--- config.mk ---
export PLATFORM = sky130hd
export DESIGN_NAME = srecord_window_loader
export DESIGN_NICKNAME = d
export VERILOG_FILES = /design/src/rtl/slw_pkg.sv /design/src/rtl/slw_front.sv /design/src/rtl/slw_queue.sv /design/src/rtl/slw_back.sv /design/src/rtl/srecord_window_loader.sv
export SDC_FILE = /design/constraint.sdc
export NUM_CORES = 1
export LEC_CHECK = 0
export BUFFER_PORTS_ARGS = -buffer_cell sky130_fd_sc_hd__buf_2
export CORE_MARGIN = 2
export CORE_UTILIZATION = 53
export CTS_CLUSTER_DIAMETER = 50
export CTS_CLUSTER_SIZE = 16
export DETAILED_ROUTE_END_ITERATION = 10
export PLACE_DENSITY = 0.71
export SETUP_SLACK_MARGIN = 0.15
export SLEW_MARGIN = 20
export SYNTH_ARGS = -nofsm -noshare
export SYNTH_HDL_FRONTEND = slang
export SYNTH_SLANG_ARGS = --single-unit
export TNS_END_PERCENT = 1
--- constraint.sdc ---
create_clock -name clk -period 7 [get_ports clk]
set_input_delay 0 -clock clk [delete_from_list [all_inputs] [get_ports clk]]
set_output_delay 0 -clock clk [all_outputs]
set_load 0.02 [all_outputs]
--- src/rtl/slw_pkg.sv ---
// Shared types, character codes and helpers for the S-record window loader.
package slw_pkg;

	localparam logic [7:0] CH_S     = 8'h53;
	localparam logic [7:0] CH_ONE   = 8'h31;
	localparam logic [7:0] CH_TWO   = 8'h32;
	localparam logic [7:0] CH_NINE  = 8'h39;
	localparam logic [7:0] CH_BSL   = 8'h5c;
	localparam logic [7:0] CH_NL    = 8'h0a;

	localparam logic CMD_CHAR = 1'b0;
	localparam logic CMD_EOS  = 1'b1;

	localparam logic KIND_WRITE  = 1'b0;
	localparam logic KIND_FINISH = 1'b1;

	localparam logic REG_WINDOW_LOW  = 1'b0;
	localparam logic REG_WINDOW_HIGH = 1'b1;

	localparam int QUEUE_DEPTH = 2;

	typedef enum logic [1:0] {
		EV_STORE     = 2'd0,
		EV_STORE_END = 2'd1,
		EV_END       = 2'd2,
		EV_EOS       = 2'd3
	} ev_op_t;

	typedef struct packed {
		ev_op_t      op;
		logic [7:0]  ch;
	} ev_t;

	typedef enum logic [1:0] {
		RK_IGNORE = 2'd0,
		RK_S1     = 2'd1,
		RK_S2     = 2'd2,
		RK_S_SEEN = 2'd3
	} rec_kind_t;

	typedef struct packed {
		logic         kind;
		logic [23:0]  offset;
		logic [7:0]   byte_value;
		logic [15:0]  line_count;
		logic         terminator_seen;
	} res_t;

	function automatic logic [3:0] hex_value(input logic [7:0] c);
		logic [3:0] v;
		v = 4'd0;
		if (c >= 8'h30 && c <= 8'h39) begin
			v = c[3:0];
		end else if ((c >= 8'h41 && c <= 8'h46) || (c >= 8'h61 && c <= 8'h66)) begin
			v = c[3:0] + 4'd9;
		end
		return v;
	endfunction

endpackage

--- src/rtl/slw_front.sv ---
// Front end: escape and line-length handling, turns characters into line events.
module slw_front #(
	parameter int LINE_LIMIT = 520
) (
	input  logic          clk,
	input  logic          arst_n,
	input  logic          accept,
	input  logic          cmd,
	input  logic [7:0]    ch,
	output logic          push,
	output slw_pkg::ev_t  ev
);
	import slw_pkg::*;

	localparam int SW = $clog2(LINE_LIMIT);
	localparam logic [SW-1:0] STEP_MAX = SW'(LINE_LIMIT - 1);

	logic [SW-1:0] steps_q, steps_n;
	logic          esc_q, esc_n;
	logic [SW-1:0] steps_inc;

	assign steps_inc = steps_q + SW'(1);

	always_comb begin
		steps_n = steps_q;
		esc_n   = esc_q;
		push    = 1'b0;
		ev.op   = EV_STORE;
		ev.ch   = ch;
		if (accept) begin
			if (cmd == CMD_EOS) begin
				push    = 1'b1;
				ev.op   = EV_EOS;
				steps_n = '0;
				esc_n   = 1'b0;
			end else if (esc_q) begin
				// The swallowed character can still close a line that is at its limit.
				esc_n = 1'b0;
				if (steps_q >= STEP_MAX) begin
					push    = 1'b1;
					ev.op   = EV_END;
					steps_n = '0;
				end
			end else if (ch == CH_NL) begin
				push    = 1'b1;
				ev.op   = EV_END;
				steps_n = '0;
			end else if (ch == CH_BSL) begin
				esc_n   = 1'b1;
				steps_n = steps_inc;
			end else if (steps_inc >= STEP_MAX) begin
				push    = 1'b1;
				ev.op   = EV_STORE_END;
				steps_n = '0;
			end else begin
				push    = 1'b1;
				ev.op   = EV_STORE;
				steps_n = steps_inc;
			end
		end
	end

	always_ff @(posedge clk or negedge arst_n) begin
		if (!arst_n) begin
			steps_q <= '0;
			esc_q   <= 1'b0;
		end else begin
			steps_q <= steps_n;
			esc_q   <= esc_n;
		end
	end

endmodule

--- src/rtl/slw_queue.sv ---
// Two-entry event queue between the front end and the record decoder.
module slw_queue (
	input  logic          clk,
	input  logic          arst_n,
	input  logic          push,
	input  slw_pkg::ev_t  push_ev,
	output logic          full,
	output logic          ev_valid,
	output slw_pkg::ev_t  ev,
	input  logic          pop
);
	import slw_pkg::*;

	localparam int PW = $clog2(QUEUE_DEPTH);

	ev_t             mem_q [QUEUE_DEPTH];
	logic [PW-1:0]   wr_q, rd_q;
	logic [PW:0]     count_q;
	logic            do_pop;

	assign full     = (count_q == (PW+1)'(QUEUE_DEPTH));
	assign ev_valid = (count_q != '0);
	assign ev       = mem_q[rd_q];
	assign do_pop   = pop && ev_valid;

	always_ff @(posedge clk) begin
		if (push && !full) begin
			mem_q[wr_q] <= push_ev;
		end
	end

	always_ff @(posedge clk or negedge arst_n) begin
		if (!arst_n) begin
			wr_q    <= '0;
			rd_q    <= '0;
			count_q <= '0;
		end else begin
			if (push && !full) begin
				wr_q <= wr_q + PW'(1);
			end
			if (do_pop) begin
				rd_q <= rd_q + PW'(1);
			end
			count_q <= count_q + (PW+1)'(push && !full) - (PW+1)'(do_pop);
		end
	end

endmodule

--- src/rtl/slw_back.sv ---
// Record decoder: hex fields, window test, line counting and the result register.
module slw_back (
	input  logic          clk,
	input  logic          arst_n,
	input  logic          ev_valid,
	input  slw_pkg::ev_t  ev,
	output logic          pop,
	input  logic [23:0]   window_low,
	input  logic [23:0]   window_high,
	output logic          res_valid,
	output slw_pkg::res_t res,
	input  logic          res_ready
);
	import slw_pkg::*;

	logic [9:0]   pos_q, pos_n;
	rec_kind_t    kind_q, kind_n;
	logic [7:0]   count_q, count_n;
	logic [23:0]  addr_q, addr_n;
	logic [24:0]  cur_q, cur_n;
	logic [3:0]   nib_q, nib_n;
	logic [7:0]   idx_q, idx_n;
	logic [15:0]  lines_q, lines_n;
	logic         finished_q, finished_n;

	logic         res_valid_q;
	res_t         res_q;

	logic         do_store, do_end, work;
	logic         hit;
	res_t         hit_res;
	logic [3:0]   nib;
	logic [7:0]   pair;
	logic [8:0]   pair_no;
	logic [8:0]   addr_bytes;
	logic         s9;
	logic [15:0]  ls_new;

	assign pop       = ev_valid && (!res_valid_q || res_ready);
	assign work      = pop && !finished_q;
	assign do_store  = (ev.op == EV_STORE) || (ev.op == EV_STORE_END);
	assign do_end    = (ev.op == EV_STORE_END) || (ev.op == EV_END);
	assign nib       = hex_value(ev.ch);
	assign pair      = {nib_q, nib};
	assign pair_no   = 9'((pos_q - 10'd2) >> 1);
	assign addr_bytes = (kind_q == RK_S1) ? 9'd2 : 9'd3;

	always_comb begin
		pos_n      = pos_q;
		kind_n     = kind_q;
		count_n    = count_q;
		addr_n     = addr_q;
		cur_n      = cur_q;
		nib_n      = nib_q;
		idx_n      = idx_q;
		lines_n    = lines_q;
		finished_n = finished_q;
		hit        = 1'b0;
		hit_res    = '0;
		s9         = 1'b0;
		ls_new     = lines_q;

		if (work && do_store) begin
			if (pos_q != 10'd1023) begin
				pos_n = pos_q + 10'd1;
			end
			if (pos_q == 10'd0) begin
				kind_n = (ev.ch == CH_S) ? RK_S_SEEN : RK_IGNORE;
				addr_n = '0;
				cur_n  = '0;
				idx_n  = '0;
			end else if (pos_q == 10'd1) begin
				if (kind_q == RK_S_SEEN) begin
					case (ev.ch)
						CH_ONE:  kind_n = RK_S1;
						CH_TWO:  kind_n = RK_S2;
						CH_NINE: kind_n = RK_S_SEEN;
						default: kind_n = RK_IGNORE;
					endcase
				end
			end else if (kind_q == RK_S1 || kind_q == RK_S2) begin
				if (!pos_q[0]) begin
					nib_n = nib;
				end else if (pair_no == 9'd0) begin
					count_n = pair;
				end else if (pair_no <= addr_bytes) begin
					addr_n = {addr_q[15:0], pair};
					cur_n  = {1'b0, addr_q[15:0], pair};
				end else begin
					// cur_q tracks the address of this data byte.
					if (({1'b0, idx_q} + addr_bytes + 9'd1) < {1'b0, count_q} &&
					    cur_q >= {1'b0, window_low} && cur_q <= {1'b0, window_high}) begin
						hit                = 1'b1;
						hit_res.kind       = KIND_WRITE;
						hit_res.offset     = 24'(cur_q - {1'b0, window_low});
						hit_res.byte_value = pair;
					end
					if (idx_q != 8'd255) begin
						idx_n = idx_q + 8'd1;
					end
					cur_n = cur_q + 25'd1;
				end
			end
		end

		if (work && (do_end || ev.op == EV_EOS)) begin
			if (do_end) begin
				s9 = (kind_n == RK_S_SEEN) && (pos_n >= 10'd2);
				if (!s9 && lines_q != 16'hffff) begin
					ls_new = lines_q + 16'd1;
				end
			end else if (pos_q != 10'd0) begin
				s9 = (kind_q == RK_S_SEEN) && (pos_q >= 10'd2);
				if (!s9 && lines_q != 16'hffff) begin
					ls_new = lines_q + 16'd1;
				end
			end
			lines_n = ls_new;
			if (s9) begin
				hit                     = 1'b1;
				hit_res                 = '0;
				hit_res.kind            = KIND_FINISH;
				hit_res.line_count      = lines_q;
				hit_res.terminator_seen = 1'b1;
				finished_n              = 1'b1;
			end else if (ev.op == EV_EOS) begin
				hit                = 1'b1;
				hit_res            = '0;
				hit_res.kind       = KIND_FINISH;
				if (ls_new == 16'd0 || ls_new == 16'hffff) begin
					hit_res.line_count = ls_new;
				end else begin
					hit_res.line_count = ls_new - 16'd1;
				end
				finished_n = 1'b1;
			end
			pos_n   = '0;
			kind_n  = RK_IGNORE;
			count_n = '0;
			addr_n  = '0;
			cur_n   = '0;
			nib_n   = '0;
			idx_n   = '0;
		end
	end

	always_ff @(posedge clk or negedge arst_n) begin
		if (!arst_n) begin
			pos_q       <= '0;
			kind_q      <= RK_IGNORE;
			count_q     <= '0;
			addr_q      <= '0;
			cur_q       <= '0;
			nib_q       <= '0;
			idx_q       <= '0;
			lines_q     <= '0;
			finished_q  <= 1'b0;
			res_valid_q <= 1'b0;
		end else begin
			pos_q      <= pos_n;
			kind_q     <= kind_n;
			count_q    <= count_n;
			addr_q     <= addr_n;
			cur_q      <= cur_n;
			nib_q      <= nib_n;
			idx_q      <= idx_n;
			lines_q    <= lines_n;
			finished_q <= finished_n;
			if (hit) begin
				res_valid_q <= 1'b1;
			end else if (res_ready) begin
				res_valid_q <= 1'b0;
			end
		end
	end

	always_ff @(posedge clk) begin
		if (hit) begin
			res_q <= hit_res;
		end
	end

	assign res_valid = res_valid_q;
	assign res       = res_q;

endmodule

--- src/rtl/srecord_window_loader.sv ---
// Top level of the S-record window loader: ports, window registers and wiring.
// The loader takes one character request per clock cycle. The front end sorts
// escapes, newlines and the line length limit and passes line events through a
// two-entry queue to the decoder, which handles one event per cycle and holds
// its result in an output register; an input request thus stalls only while
// that register is full and not taken and the queue has filled behind it.
// The request carrying a data byte's second hex digit is stored in a queue entry,
// and the byte is then held in the result register as it leaves the block.
module srecord_window_loader #(
	parameter int LINE_LIMIT = 520
) (
	input  logic         clk,
	input  logic         arst_n,
	input  logic         cfg_we,
	input  logic         cfg_index,
	input  logic [23:0]  cfg_data,
	input  logic         s_tvalid,
	output logic         s_tready,
	input  logic [7:0]   s_tdata,   // ch
	input  logic         s_tuser,   // cmd
	output logic         m_tvalid,
	input  logic         m_tready,
	output logic [55:0]  m_tdata,   // offset, byte_value, line_count, terminator_seen
	output logic         m_tuser    // kind
);
	import slw_pkg::*;

	logic [23:0]  window_low_q, window_high_q;
	logic         accept, push, full, ev_valid, pop;
	ev_t          push_ev, ev;
	res_t         res;

	assign s_tready = !full;
	assign accept   = s_tvalid && s_tready;

	always_ff @(posedge clk or negedge arst_n) begin
		if (!arst_n) begin
			window_low_q  <= 24'h000000;
			window_high_q <= 24'hffffff;
		end else if (cfg_we) begin
			case (cfg_index)
				REG_WINDOW_LOW:  window_low_q  <= cfg_data;
				REG_WINDOW_HIGH: window_high_q <= cfg_data;
				default:         window_low_q  <= window_low_q;
			endcase
		end
	end

	slw_front #(
		.LINE_LIMIT (LINE_LIMIT)
	) u_front (
		.clk    (clk),
		.arst_n (arst_n),
		.accept (accept),
		.cmd    (s_tuser),
		.ch     (s_tdata),
		.push   (push),
		.ev     (push_ev)
	);

	slw_queue u_queue (
		.clk      (clk),
		.arst_n   (arst_n),
		.push     (push),
		.push_ev  (push_ev),
		.full     (full),
		.ev_valid (ev_valid),
		.ev       (ev),
		.pop      (pop)
	);

	slw_back u_back (
		.clk         (clk),
		.arst_n      (arst_n),
		.ev_valid    (ev_valid),
		.ev          (ev),
		.pop         (pop),
		.window_low  (window_low_q),
		.window_high (window_high_q),
		.res_valid   (m_tvalid),
		.res         (res),
		.res_ready   (m_tready)
	);

	assign m_tuser = res.kind;
	assign m_tdata = {7'd0, res.terminator_seen, res.line_count, res.byte_value, res.offset};

endmodule

# Yosys cells after proc, flatten, opt, wreduce, memory -nomap -nowiden

Memory sizes are Yosys's and may differ from the RTL's.
Index checks and enable logic that the tools add are counted.

Multiplexer cells: 111
Reduce and logical (&&, ||, !) cells: 53
$lt $le $gt $ge: 14
Divide/modulo/power cells: 0
$add $sub $neg: 15
Multipliers: 0
Equality and inequality tests: 26
Shifts and indexed selects: 0
Bitwise gates (word level): 1

Operators by type and width:

| kind                                                            | count |
|---|---|
| two-way mux 33 bit                                              | 7 |
| two-way mux 16 bit                                              | 14 |
| two-way mux 25 bit                                              | 8 |
| two-way mux 50 bit                                              | 3 |
| two-way mux 8 bit                                               | 16 |
| two-way mux 10 bit                                              | 9 |
| two-way mux 1 bit                                               | 32 |
| two-way mux 32 bit                                              | 1 |
| two-way mux 4 bit                                               | 8 |
| adder 25 x 1 -> 25 bit (second input constant)                  | 1 |
| >= comparator 25 x 24 -> 1 bit                                  | 1 |
| less-or-equal comparator 25 x 24 -> 1 bit                       | 1 |
| == test 8 x 6 -> 1 bit (second input constant)                  | 3 |
| two-way mux 2 bit                                               | 12 |
| subtractor 24 bit                                               | 1 |
| adder 10 x 1 -> 10 bit (second input constant)                  | 2 |
| >= comparator 10 bit (second input constant)                    | 2 |
| >= comparator 10 x 2 -> 1 bit (second input constant)           | 2 |
| adder 16 x 1 -> 16 bit (second input constant)                  | 1 |
| == test 16 bit (second input constant)                          | 1 |
| == test 8 x 7 -> 1 bit (second input constant)                  | 2 |
| >= comparator 8 x 7 -> 1 bit (second input constant)            | 2 |
| less-or-equal comparator 8 x 7 -> 1 bit (second input constant) | 2 |
| logical AND 1 bit                                               | 16 |
| 38 further kinds                                                | 73 |

Bits in read-only memories: 0
Bits in writable memories: 20
Output and inout bits: 59
Bits in registers: 204
Memories: 1
Bits in latches: 0
Word-level logic and storage cells: 243

Memories:

| name          | depth | width | read ports | clocked after Yosys merged registers in | wr ports | RTL line        | text |
|---|---|---|---|---|---|---|---|
| u_queue.mem_q | 2     | 10    | 1          | 0                                       | 1        | slw_queue.sv:16 | `ev_t mem_q [QUEUE_DEPTH];` |

# Logic depth before layout (Yosys ltp)

Gate-level depths: netlist (run 1).
An unclocked memory read counts as a cell.

Depth in word-level cells: 20
Gate-level depth with buffers: 24

# Hierarchy

From an unflattened synthesis (run 1), not the netlist that was laid out.

Cell total of the unflattened synthesis: 1521
Area total of the unflattened synthesis: 14422.6 um^2

Modules (own cells, without submodules):

| module                | cells each | sequential area each (um^2) | times used | area an instance (um^2) |
|---|---|---|---|---|
| slw_back              | 1244       | 3778.6                      | 1          | 10423.7 |
| srecord_window_loader | 113        | 1231.2                      | 1          | 2082.0 |
| slw_front             | 115        | 275.3                       | 1          | 993.5 |
| slw_queue             | 49         | 700.7                       | 1          | 923.4 |

# Least setup slack after synthesis (run 1)

Ideal clock, no wire load.

Kind: register to register
Start: reg u_queue.rd_q
End: reg u_back.res_q (netlist bit u_back.res[8]) (data pin)
Cell stages (with the launch flop): 25
Path slack: 1.975 ns
Buffers on the path: 3
Arrival: 4.767 ns
Setup time: 0.259 ns
Cells stage by stage: dfrtp_1 buf_6 mux2i_1 inv_1 ha_1 mux2i_1 nor3_1 a211oi_1 a211oi_4 o211ai_2 buf_6 nand2_1 mux2i_1 ha_1 inv_1 or3_1 a31oi_1 a2bb2oi_2 nand2_1 or4_1 buf_4 nand3_4 xnor2_1 and3_1 a211o_1

Cells in the longest elaborated chain, start to end: 19

Ends and longest elaborated chain:

| element                                                     | RTL line        | text |
|---|---|---|
| start, declared                                             | slw_queue.sv:17 | `logic [PW-1:0] wr_q, rd_q;` |
| start signal, assigned                                      | slw_queue.sv:42 | `rd_q <= rd_q + PW'(1);` |
| memory read (2 x 10 bit) *                                  | n/a             |  |
| branches (longest 18 deep; another with two-way mux 16 bit) | n/a             |  |
| end signal, assigned                                        | slw_back.sv:179 | `res_q <= hit_res;` |
| end, declared                                               | slw_back.sv:27  | `res_t res_q;` |

Every way passes the cells marked *. The select of a mux whose other input is x is not followed.
A chain may end at the register's enable or synchronous reset.

# Final worst setup path (run 1)

Same ends and word-level chain as after synthesis.

==> qor.csv, run 1 <==
metric,value,unit
fillcell total,2173,
"Seq/Total Area, Yosys",43.0,%
num ports,98,
largest net degree at the start of global routing,83,
setup TNS,0,ps
Avg WL per Cell,17.5,um
CTS Sinks,224,
Slew @ Worst Pin,1040,ps
clk buf depth,3,
IO buf count,90,
vias in the first global route,11100,
Rows,59,
most instantiated library cell after synthesis,nand2_1,
placed cell count,1849,
Crit. End Element,flop,
synth unique cells,91,
Vias/cell,5.86,
Max-Cap Viols,0,
pre-CTS WS,826,ps
Placed Instance Area,14600,um^2
crit start category,flop,
# H-tree levels,1,
# Post-CTS Setup Buffers,0,
Synth-to-Final Area Change,14.8,%
"Arr. time, crit path",6540,ps
Mapped Cells,1479,
Die Footprint,27600,um^2
initial drt markers,962,
post-route setup slack,762,ps
fin area,16000,um^2
WL final,34.0,mm
fraction of layout cells with a size suffix above 1,15.5,%
routed vias,11400,
nets@finish,1704,
Final Critical Period,6240,ps
Post-synth EDFFs,70,
CTS root buf,clkbuf_16,
post_cts resized,0,
cts bufs inserted,29,
worst-path cell chain,mux2i_2 > o2111ai_4 > nor4_1 > mux2i_1 > nand4_2 > o211ai_2 > nand2_1 > mux2i_1 > ha_1 > inv_1 > or3_1 > a31oi_1 > a2bb2oi_2 > nand2_1 > or4_1 > nand3_4 > xnor2_1 > and3_1 > a211o_1,
gpl congestion,0.884,
Die H,166,um
critical path type,flop to flop,
Slew HR,28.9,%
initial antenna violation count,1,
Main synth FF type,dfrtp_1,
main area contributors after synthesis,"dfrtp_1 23%, edfxtp_1 15%, ha_1 7.4%, dfstp_2 4.5%, nand2_1 3.9%",
clock latency on the worst-skew pair,570,ps
CP Max Fanout,12,
crit-path leading delay family,simple AND/OR/NAND/NOR gates,
endpoints failing setup,0,
"CTS clk-pin slew, worst paths",60,ps
global-route wire length before repair,56.7,mm
synth warn,0,
status,"finished, final reports clean",
Peak supply drop,0.000234,V
synth cell count leaders,"146 x nand2_1, 130 x dfrtp_1, 115 x nor2_1",
drt first pass iters,5,
leading area contributor after synthesis,dfrtp_1,
Max Clock Skew,20.5,ps
# DRC,0,
remaining antenna violation count,0,
Buffers & Inverters on Critical Path,1,
Max Slew Vio Count,0,
effective utilization at floorplan,53.7,%
synthesized cell area,13900,um^2
period utilization,89.1,%
Critical Path Max Stage Delay,690,ps
Synth top area share,23.4,%
WHS,29.6,ps
asr flop ratio synth,68.8,%
Hold Crit Class,input pin to async pin,
Die X,166,um
Pleak,6.82,nW
Yosys reg bits,224,
core box area,25900,um^2
Tot GR Track Use,24.8,%
antenna cells,0,
final cell count without fillers,1940,
Hold Fails Final Rpt,0,
Max Freq,160,MHz
PwrDens,230,nW/um^2
CP max-delay cell,dfrtp_1,
Syn Area/Cell,9.41,um^2
grt ovf,0,
CTS tree,yes,
RSZ-0062 raised after global routing,false,
CP Data Required Time,7310,ps
hpwl dp,24.0,mm
[sequential cells by signal, indices dropped and copies added, names as in the netlist]
name,count
u_queue.mem_q,20
u_back.kind_q,2
u_back.cur_q,25
u_back.idx_q,8
u_back.lines_q,16
u_back.pos_q,10
u_queue.rd_q,1
u_back.nib_q,4
u_back.finished_q,1
u_queue.count_q,2
window_low_q,24
u_back.addr_q,16
u_front.steps_q,10
u_back.res_valid,1
u_back.count_q,8
u_front.esc_q,1
window_high_q,24
u_queue.wr_q,1
u_back.res,50
[placed cells by master, fill, tap and decap left out, types with 37 or more instances in the layout]
cell type,n
nor2_1,115
nor3_1,42
ha_1,82
inv_1,107
nand2_1,146
xnor2_1,51
dlygate4sd3_1,37
nand3_1,41
a21oi_1,70
buf_2,89
dfrtp_1,130
edfxtp_1,70
o21ai_0,98
[routing by layer]
metal  vias to the layer above  share of wire [%]  routed length, um  track usage [%]
li1                       5485                  -                  -                -
met1                      5458                 46              15600             35.5
met2                       368                 45              15300             39.7
met3                        55                7.1               2420             3.43
met4                         0                2.2                750             7.26
met5                         -                  0                  0                0
[what timing repair did]
item,in CTS,in global routing
hold buffers,37,0
endpoints found under the setup margin,0,0
endpoints found under the hold margin,141,0
[worst register-to-register path, stage by stage, from the launching register on]
cell and delay, ps:
dfrtp_1 690, mux2i_2 420, o2111ai_4 270, nor4_1 370
mux2i_1 300, nand4_2 190, o211ai_2 590, nand2_1 360
mux2i_1 390, ha_1 220, inv_1 60, or3_1 300
a31oi_1 200, a2bb2oi_2 200, nand2_1 130, or4_1 610
nand3_4 160, xnor2_1 80, and3_1 180, a211o_1 260
[where the power goes]
part           total, mW  switching, mW  leakage (nW)  internal (mW)
Combinational      0.609          0.374          3.78          0.235
Clock               1.55          0.659         0.494          0.893
Sequential          1.52         0.0630          2.55           1.45
Total               3.68           1.10          6.82           2.58
[logic make-up (layout without fill, tap and decap cells)]
kind of cell / Yosys count / after routing / share of synthesized area [%]
simple gates: 540 / 540 / 20.1
compound gates: 327 / 327 / 15.4
flops: 224 / 224 / 43.0
buf+inv: 178 / 298 / 5.26
fa+ha+maj: 83 / 83 / 7.52
xor+xnor: 74 / 74 / 4.66
mux: 52 / 52 / 4.01
other cells: 1 / 7 / 0.0270
[final cells by class]
cell class / instances / area [um^2] / share of cell area [%]
Tap cell: 335 / 419 / 2.62
Timing Repair Buffer: 137 / 906 / 5.67
Clock inverter: 22 / 270 / 1.69
Inverter: 107 / 402 / 2.52
Multi-Input combinational cell: 1083 / 7230 / 45.3
Sequential cell: 224 / 5990 / 37.5
Clock buffer: 32 / 758 / 4.75
[through the flow]
stage | util [%] | power [mW]
floorplan | - | 1.97
global placement | 56.2 | 2.10
detailed placement | 56.2 | 2.12
CTS | 61.6 | 3.71
global route | 61.6 | 3.85
finish | 61.6 | 3.68
[path summary, 6_finish.rpt]
check	startpoint	to	slack, ps	cells past startpoint
worst max-delay path	u_queue.rd_q$_DFFE_PN0P_	u_back.res[8]$_SDFFCE_PN0P_	760	19
worst min register to register	u_back.addr_q[7]$_DFFE_PN0P_	u_back.addr_q[7]$_DFFE_PN0P_	480	2
worst max register to register	u_queue.rd_q$_DFFE_PN0P_	u_back.res[8]$_SDFFCE_PN0P_	760	19
worst min-delay path	arst_n	u_front.steps_q[8]$_DFFE_PN0P_	30	2
max in group asynchronous	arst_n	window_low_q[18]$_DFFE_PN0P_	5730	3
min in group clk	cfg_index	window_low_q[22]$_DFFE_PN0P_	70	5
No activity file was read; power rests on OpenSTA's default activity.
==> run 2, diff against run 1 <==
--- a/config.mk
+++ b/config.mk
@@ -5,6 +5,7 @@
 export SDC_FILE = /design/constraint.sdc
 export NUM_CORES = 1
 export LEC_CHECK = 0
+export ABC_AREA = 1
 export BUFFER_PORTS_ARGS = -buffer_cell sky130_fd_sc_hd__buf_2
 export CORE_MARGIN = 2
 export CORE_UTILIZATION = 53
==> run 2 against run 1 <==
Against the previous run:
- first-iteration DRC count down 6.0%
- count of clock-buffer cells in the layout up 3
- routed wire length up 7.6%
- flip-flop and latch count unchanged
- clock power down 5%
- synthesized cell count up 26%
- critical path depth up 10
==> qor.csv, run 2 <==
metric,value,unit
CTS tree,yes,
post_cts resized,0,
multi-input logic area,7090,um^2
status,"finished, final reports clean",
Die Footprint,28600,um^2
worst reg2reg setup slack,2370,ps
Max Freq,216,MHz
num ports,98,
core box area,26900,um^2
fraction of layout cells with a size suffix above 1,11.3,%
asr flop ratio synth,68.8,%
RSZ-0062 raised after global routing,false,
WHS,17.9,ps
Largest register FFs,50,
initial drt markers,904,
Max-Cap Viols,0,
synth cell count leaders,"441 x nand2_1, 283 x inv_1, 166 x nor2_1",
global-route wire length before repair,61.0,mm
synth unique cells,62,
clock latency on the worst-skew pair,550,ps
Hold Fails Final Rpt,0,
CTS root buf,clkbuf_16,
period utilization,66.1,%
Final Critical Period,4630,ps
crit-path leading delay family,simple AND/OR/NAND/NOR gates,
CP max-delay cell,dfrtp_1,
nets@finish,2103,
main area contributors after synthesis,"dfrtp_1 23%, edfxtp_1 15%, nand2_1 11%, inv_1 7.4%, ha_1 7.1%",
Critical Path Max Stage Delay,540,ps
grt ovf,0,
crit start category,flop,
antenna cells,0,
"commonest non-fill, non-tap cell in the layout",nand2_1,
gpl congestion,0.910,
most frequent cells in the layout,"440 x nand2_1, 283 x inv_1, 165 x nor2_1",
Die X,169,um
effective utilization at floorplan,53.8,%
Worst R2R Path Depth,29,
Syn Area/Cell,7.75,um^2
combinational share of power,33.5,%
Post-synth EDFFs,70,
Rows,60,
Net Sw Frac,38.1,%
cts bufs inserted,29,
Switch Pwr,1.71,mW
worst reg2reg endpoint,u_back.res[3]$_SDFFCE_PN0P_,
WL final,36.6,mm
Hold Crit Class,input pin to flop,
# H-tree levels,1,
IO buf count,90,
Main synth FF type,dfrtp_1,
Synth top area share,22.5,%
Max Clock Skew,16.3,ps
CP Max Fanout,15,
clock group share of total power,33.1,%
routed vias,12700,
Yosys reg bits,224,
setup TNS,0,ps
Max Slew Vio Count,0,
"Seq/Total Area, Yosys",41.4,%
Seq pwr share,33.4,%
hpwl dp,26.8,mm
endpoints failing setup,0,
Pleak,7.91,nW
PwrDens,272,nW/um^2
Mapped Cells,1864,
Synth-to-Final Area Change,13.9,%
"Endpoint, Worst Hold",window_high_q[19]$_DFFE_PN1P_,
Slew @ Worst Pin,1110,ps
FF/Latch Area,5990,um^2
CTS Sinks,224,
Die H,169,um
most instantiated library cell after synthesis,nand2_1,
clk buf depth,3,
"Top cell by count, worst path",nand2_1,
HP Start,cfg_we,
worst r2r src,u_queue.rd_q$_DFFE_PN0P_,
synth warn,0,
vias in the first global route,12200,
initial antenna violation count,0,
# DRC,0,
Avg WL per Cell,15.6,um
Buffers & Inverters on Critical Path,5,
critical path type,flop to flop,
Peak supply drop,0.000204,V
drt first pass iters,6,
largest net degree at the start of global routing,82,
Slew HR,25.8,%
"Arr. time, crit path",4930,ps
synthesized cell area,14400,um^2
Vias/cell,5.40,
leading area contributor after synthesis,dfrtp_1,
remaining antenna violation count,0,
hold path depth,5,
Tot GR Track Use,26.2,%
Crit. End Element,flop,
"CTS clk-pin slew, worst paths",60,ps
Pint,2.77,mW
fillcell total,2416,
CP Data Required Time,7300,ps
[run 2: cell count changes after synthesis, sizes merged, moves of 26 or more]
cell | previous run | this run
xnor2 | 51 | 16
nand3 | 46 | 120
mux2 | 27 | 1
nand2 | 148 | 457
nor2 | 115 | 183
and3 | 36 | 0
xor2 | 23 | 56
o21ai | 105 | 157
inv | 107 | 288
[run 2: worst reg2reg max path, delay by kind of cell, from the launching register on]
family | cells | cell delay (ps)
AOI/OAI and AO/OA | 1 | 220
and+or+nand+nor | 20 | 2380
buffers and inverters | 5 | 540
adders and majority gates | 2 | 490
DFF | 1 | 540
xor gates and xnor gates | 1 | 210
[run 2: logic make-up (layout without fill, tap and decap cells)]
| group | Yosys count | count (layout) | synth area share, % |
|---|---|---|---|
| DFF | 224 | 224 | 41.4 |
| buffers and inverters | 349 | 483 | 9.73 |
| other | 1 | 7 | 0.0260 |
| adders and majority gates | 83 | 83 | 7.24 |
| muxes | 2 | 2 | 0.147 |
| xor gates and xnor gates | 72 | 72 | 4.42 |
| AOI/OAI and AO/OA | 299 | 299 | 11.7 |
| and+or+nand+nor | 834 | 834 | 25.3 |
[run 2: worst max path at each step]
| stage | start | to | slack (ps) | cells after the start |
|---|---|---|---|---|
| floorplan | u_queue.rd_q$_DFFE_PN0P_ | u_back.res[0]$_SDFFCE_PN0P_ | 3020 | 22 |
| global placement | u_queue.rd_q$_DFFE_PN0P_ | u_back.res[15]$_SDFFCE_PN0P_ | 2570 | 29 |
| detailed placement | u_queue.rd_q$_DFFE_PN0P_ | u_back.res[3]$_SDFFCE_PN0P_ | 2400 | 29 |
| CTS | u_queue.rd_q$_DFFE_PN0P_ | u_back.res[3]$_SDFFCE_PN0P_ | 2400 | 29 |
| global route | u_queue.rd_q$_DFFE_PN0P_ | u_back.res[11]$_SDFFCE_PN0P_ | 1830 | 29 |
| finish | u_queue.rd_q$_DFFE_PN0P_ | u_back.res[3]$_SDFFCE_PN0P_ | 2370 | 29 |
[run 2: power by group through the flow]
stage | logic [mW] | registers [mW] | clock network [mW]
finish | 1.50 | 1.50 | 1.48
global route | 1.69 | 1.51 | 1.57
CTS | 1.48 | 1.50 | 1.51
detailed placement | 1.46 | 1.52 | 0
global placement | 1.44 | 1.52 | 0
floorplan | 1.15 | 1.50 | 0
[run 2: final cells by class]
| type | instances | share of cell area (%) |
|---|---|---|
| inverters | 294 | 6.71 |
| repair buffers | 135 | 5.39 |
| flip-flops and latches | 224 | 36.4 |
| multi-input cells | 1297 | 43.1 |
| clock inverters | 19 | 1.31 |
| well taps | 341 | 2.59 |
| clock buffers | 35 | 4.55 |
[run 2: repair_timing]
item	CTS	global route
hold buffers	37	0
hold endpoints to repair	151	0
setup buffers	0	0
[run 2: metrics by stage]
stage	worst slack, ps	instance area [um^2]	std cells	total power, mW	utilization (%)
6_report	2370	16500	2345	4.48	61.2
5_1_grt	1830	16500	2345	4.77	61.2
4_1_cts	2400	16500	2345	4.49	61.2
3_5_place_dp	2400	15100	2254	2.98	56.2
3_3_place_gp	2570	15100	2254	2.96	56.2
2_1_floorplan	3020	14500	1870	2.65	-
[run 2: routing by layer]
metal,share of wire (%),up-vias,track usage [%]
met4,2.7,0,7.40
li1,-,6326,-
met5,0,-,0
met3,6.5,84,3.37
met1,46,5846,37.3
met2,45,404,42.2
==> run 3, diff against run 2 <==
==> constraint.sdc (replaced) <==
create_clock -name clk -period 4.28 [get_ports clk]
set_input_delay 0 -clock clk [delete_from_list [all_inputs] [get_ports clk]]
set_output_delay 0 -clock clk [all_outputs]
set_load 0.02 [all_outputs]
==> run 3 against run 2 <==
Against the previous run:
- hold slack lost 1.7 ps
- global-route usage rose by 0.51 points
- design area rose by 2.5%
- worst setup slack got worse by 1900 ps
==> qor.csv, run 3 (synthesis results as in run 2) <==
metric,value,unit
status,"finished, final reports clean",
nets@finish,2143,
effective utilization at floorplan,53.8,%
WL final,37.7,mm
period utilization,89.4,%
Largest register FFs,50,
Pleak,8.11,nW
Seq pwr share,31.9,%
"CTS clk-pin slew, worst paths",70,ps
Max Freq,261,MHz
clock latency on the worst-skew pair,580,ps
PwrDens,454,nW/um^2
vias in the first global route,12300,
RSZ-0062 raised after global routing,false,
worst-path cell chain,nor2_2 > nand2_1 > nor2_1 > a31oi_1 > clkinv_1 > nand2_4 > nor2_2 > nand2_2 > nand2_8 > xor2_2 > ha_1 > nand3_1 > nor2_1 > nand2_1 > nor2_2 > nor2_4 > buf_12 > nand2_1 > nand2_1 > nand3_1 > nand2_1,
crit-path leading delay family,simple AND/OR/NAND/NOR gates,
Hold Crit Class,input pin to flop,
# DRC,0,
Peak supply drop,0.000336,V
endpoints failing setup,0,
"Top cell by count, worst path",nand2_1,
initial antenna violation count,0,
global-route wire length before repair,61.8,mm
Switch Pwr,3.01,mW
Hold Fails Final Rpt,0,
initial drt markers,939,
fraction of layout cells with a size suffix above 1,13.1,%
drt first pass iters,5,
combinational share of power,36.3,%
CTS tree,yes,
antenna cells,0,
CP max-delay cell,dfrtp_1,
Max-Cap Viols,0,
Rows,60,
# H-tree levels,1,
critical path type,flop to flop,
clock group share of total power,31.8,%
Max Clock Skew,25.2,ps
CP Data Required Time,4600,ps
setup TNS,0,ps
CTS Sinks,224,
Critical Path Max Stage Delay,480,ps
Final Critical Period,3830,ps
Max Slew Vio Count,0,
Tot GR Track Use,26.7,%
"Arr. time, crit path",4140,ps
clk buf depth,3,
CTS root buf,clkbuf_16,
core box area,26900,um^2
Synth-to-Final Area Change,16.8,%
gpl congestion,0.945,
Die Footprint,28600,um^2
Buffers & Inverters on Critical Path,2,
Crit. End Element,flop,
Pint,4.65,mW
largest net degree at the start of global routing,89,
Die H,169,um
IO buf count,90,
hpwl dp,27.4,mm
most frequent cells in the layout,"437 x nand2_1, 282 x inv_1, 165 x nor2_1",
fillcell total,2403,
CP Max Fanout,14,
"Power, Total",7.66,mW
Vias/cell,5.38,
Slew @ Worst Pin,1060,ps
Slew HR,29.0,%
num ports,98,
"commonest non-fill, non-tap cell in the layout",nand2_1,
Net Sw Frac,39.2,%
Avg WL per Cell,15.8,um
cts bufs inserted,29,
routed vias,12800,
remaining antenna violation count,0,
WHS,16.2,ps
grt ovf,0,
Die X,169,um
crit start category,flop,
run 3: through the flow:
step / setup slack (ps) / util, % / area [um^2] / instances
4_1_cts: 243 / 62.3 / 16700 / 2376
6_report: 454 / 62.8 / 16900 / 2385
3_3_place_gp: 290 / 56.7 / 15200 / 2271
3_5_place_dp: 155 / 56.7 / 15200 / 2271
2_1_floorplan: 300 / - / 14500 / 1870
5_1_grt: 126 / 62.8 / 16900 / 2385
run 3: worst register-to-register path: stages, from the launching register on:
cell,delay (ps)
dfrtp_1,480
nor2_2,210
nand2_1,150
nor2_1,200
a31oi_1,190
clkinv_1,130
nand2_4,80
nor2_2,380
nand2_2,210
nand2_8,140
xor2_2,230
ha_1,260
nand3_1,100
nor2_1,150
nand2_1,80
nor2_2,180
nor2_4,50
buf_12,140
nand2_1,60
nand2_1,50
nand3_1,70
nand2_1,50
run 3: worst paths after layout:
path,depth (start not counted),from,slack [ps],to
worst min-delay path,5,cfg_we,20,window_high_q[15]$_DFFE_PN1P_
max in group asynchronous,3,arst_n,3080,window_high_q[21]$_DFFE_PN1P_
worst max register to register,21,u_back.pos_q[3]$_DFF_PN0_,450,u_back.res[9]$_SDFFCE_PN0P_
min in group asynchronous,2,arst_n,100,u_back.pos_q[8]$_DFF_PN0_
worst min register to register,2,window_low_q[21]$_DFFE_PN0P_,490,window_low_q[21]$_DFFE_PN0P_
worst max-delay path,21,u_back.pos_q[3]$_DFF_PN0_,450,u_back.res[9]$_SDFFCE_PN0P_
run 3: layout make-up:
| cell class | instances | area (um^2) | share of cell area (%) |
|---|---|---|---|
| inverters | 294 | 1100 | 6.55 |
| flip-flops and latches | 224 | 5990 | 35.5 |
| well taps | 341 | 427 | 2.53 |
| clock buffers | 32 | 768 | 4.55 |
| clock inverters | 22 | 214 | 1.27 |
| multi-input cells | 1297 | 7130 | 42.3 |
| repair buffers | 175 | 1230 | 7.32 |
run 3: power by group through the flow:
stage | Sequential (mW) | Combinational [mW] | Clock, mW
CTS | 2.45 | 2.58 | 2.48
finish | 2.44 | 2.78 | 2.44
floorplan | 2.46 | 1.88 | 0
global placement | 2.48 | 2.49 | 0
detailed placement | 2.49 | 2.52 | 0
global route | 2.46 | 3.11 | 2.58
run 3: metal layers:
| metal | wire [um] | global-route usage, % |
|---|---|---|
| met1 | 17300 | 37.7 |
| met4 | 931 | 8.03 |
| met3 | 2700 | 5.07 |
| met5 | 0 | 0 |
| met2 | 16800 | 41.9 |
run 3: timing repair:
action                                 CTS  global route
pin swaps                                0             4
buffers inserted                         0             9
setup endpoints to repair                1            93
endpoints found under the hold margin  153             0
gates resized for setup                  1            15
hold buffers                            51             0
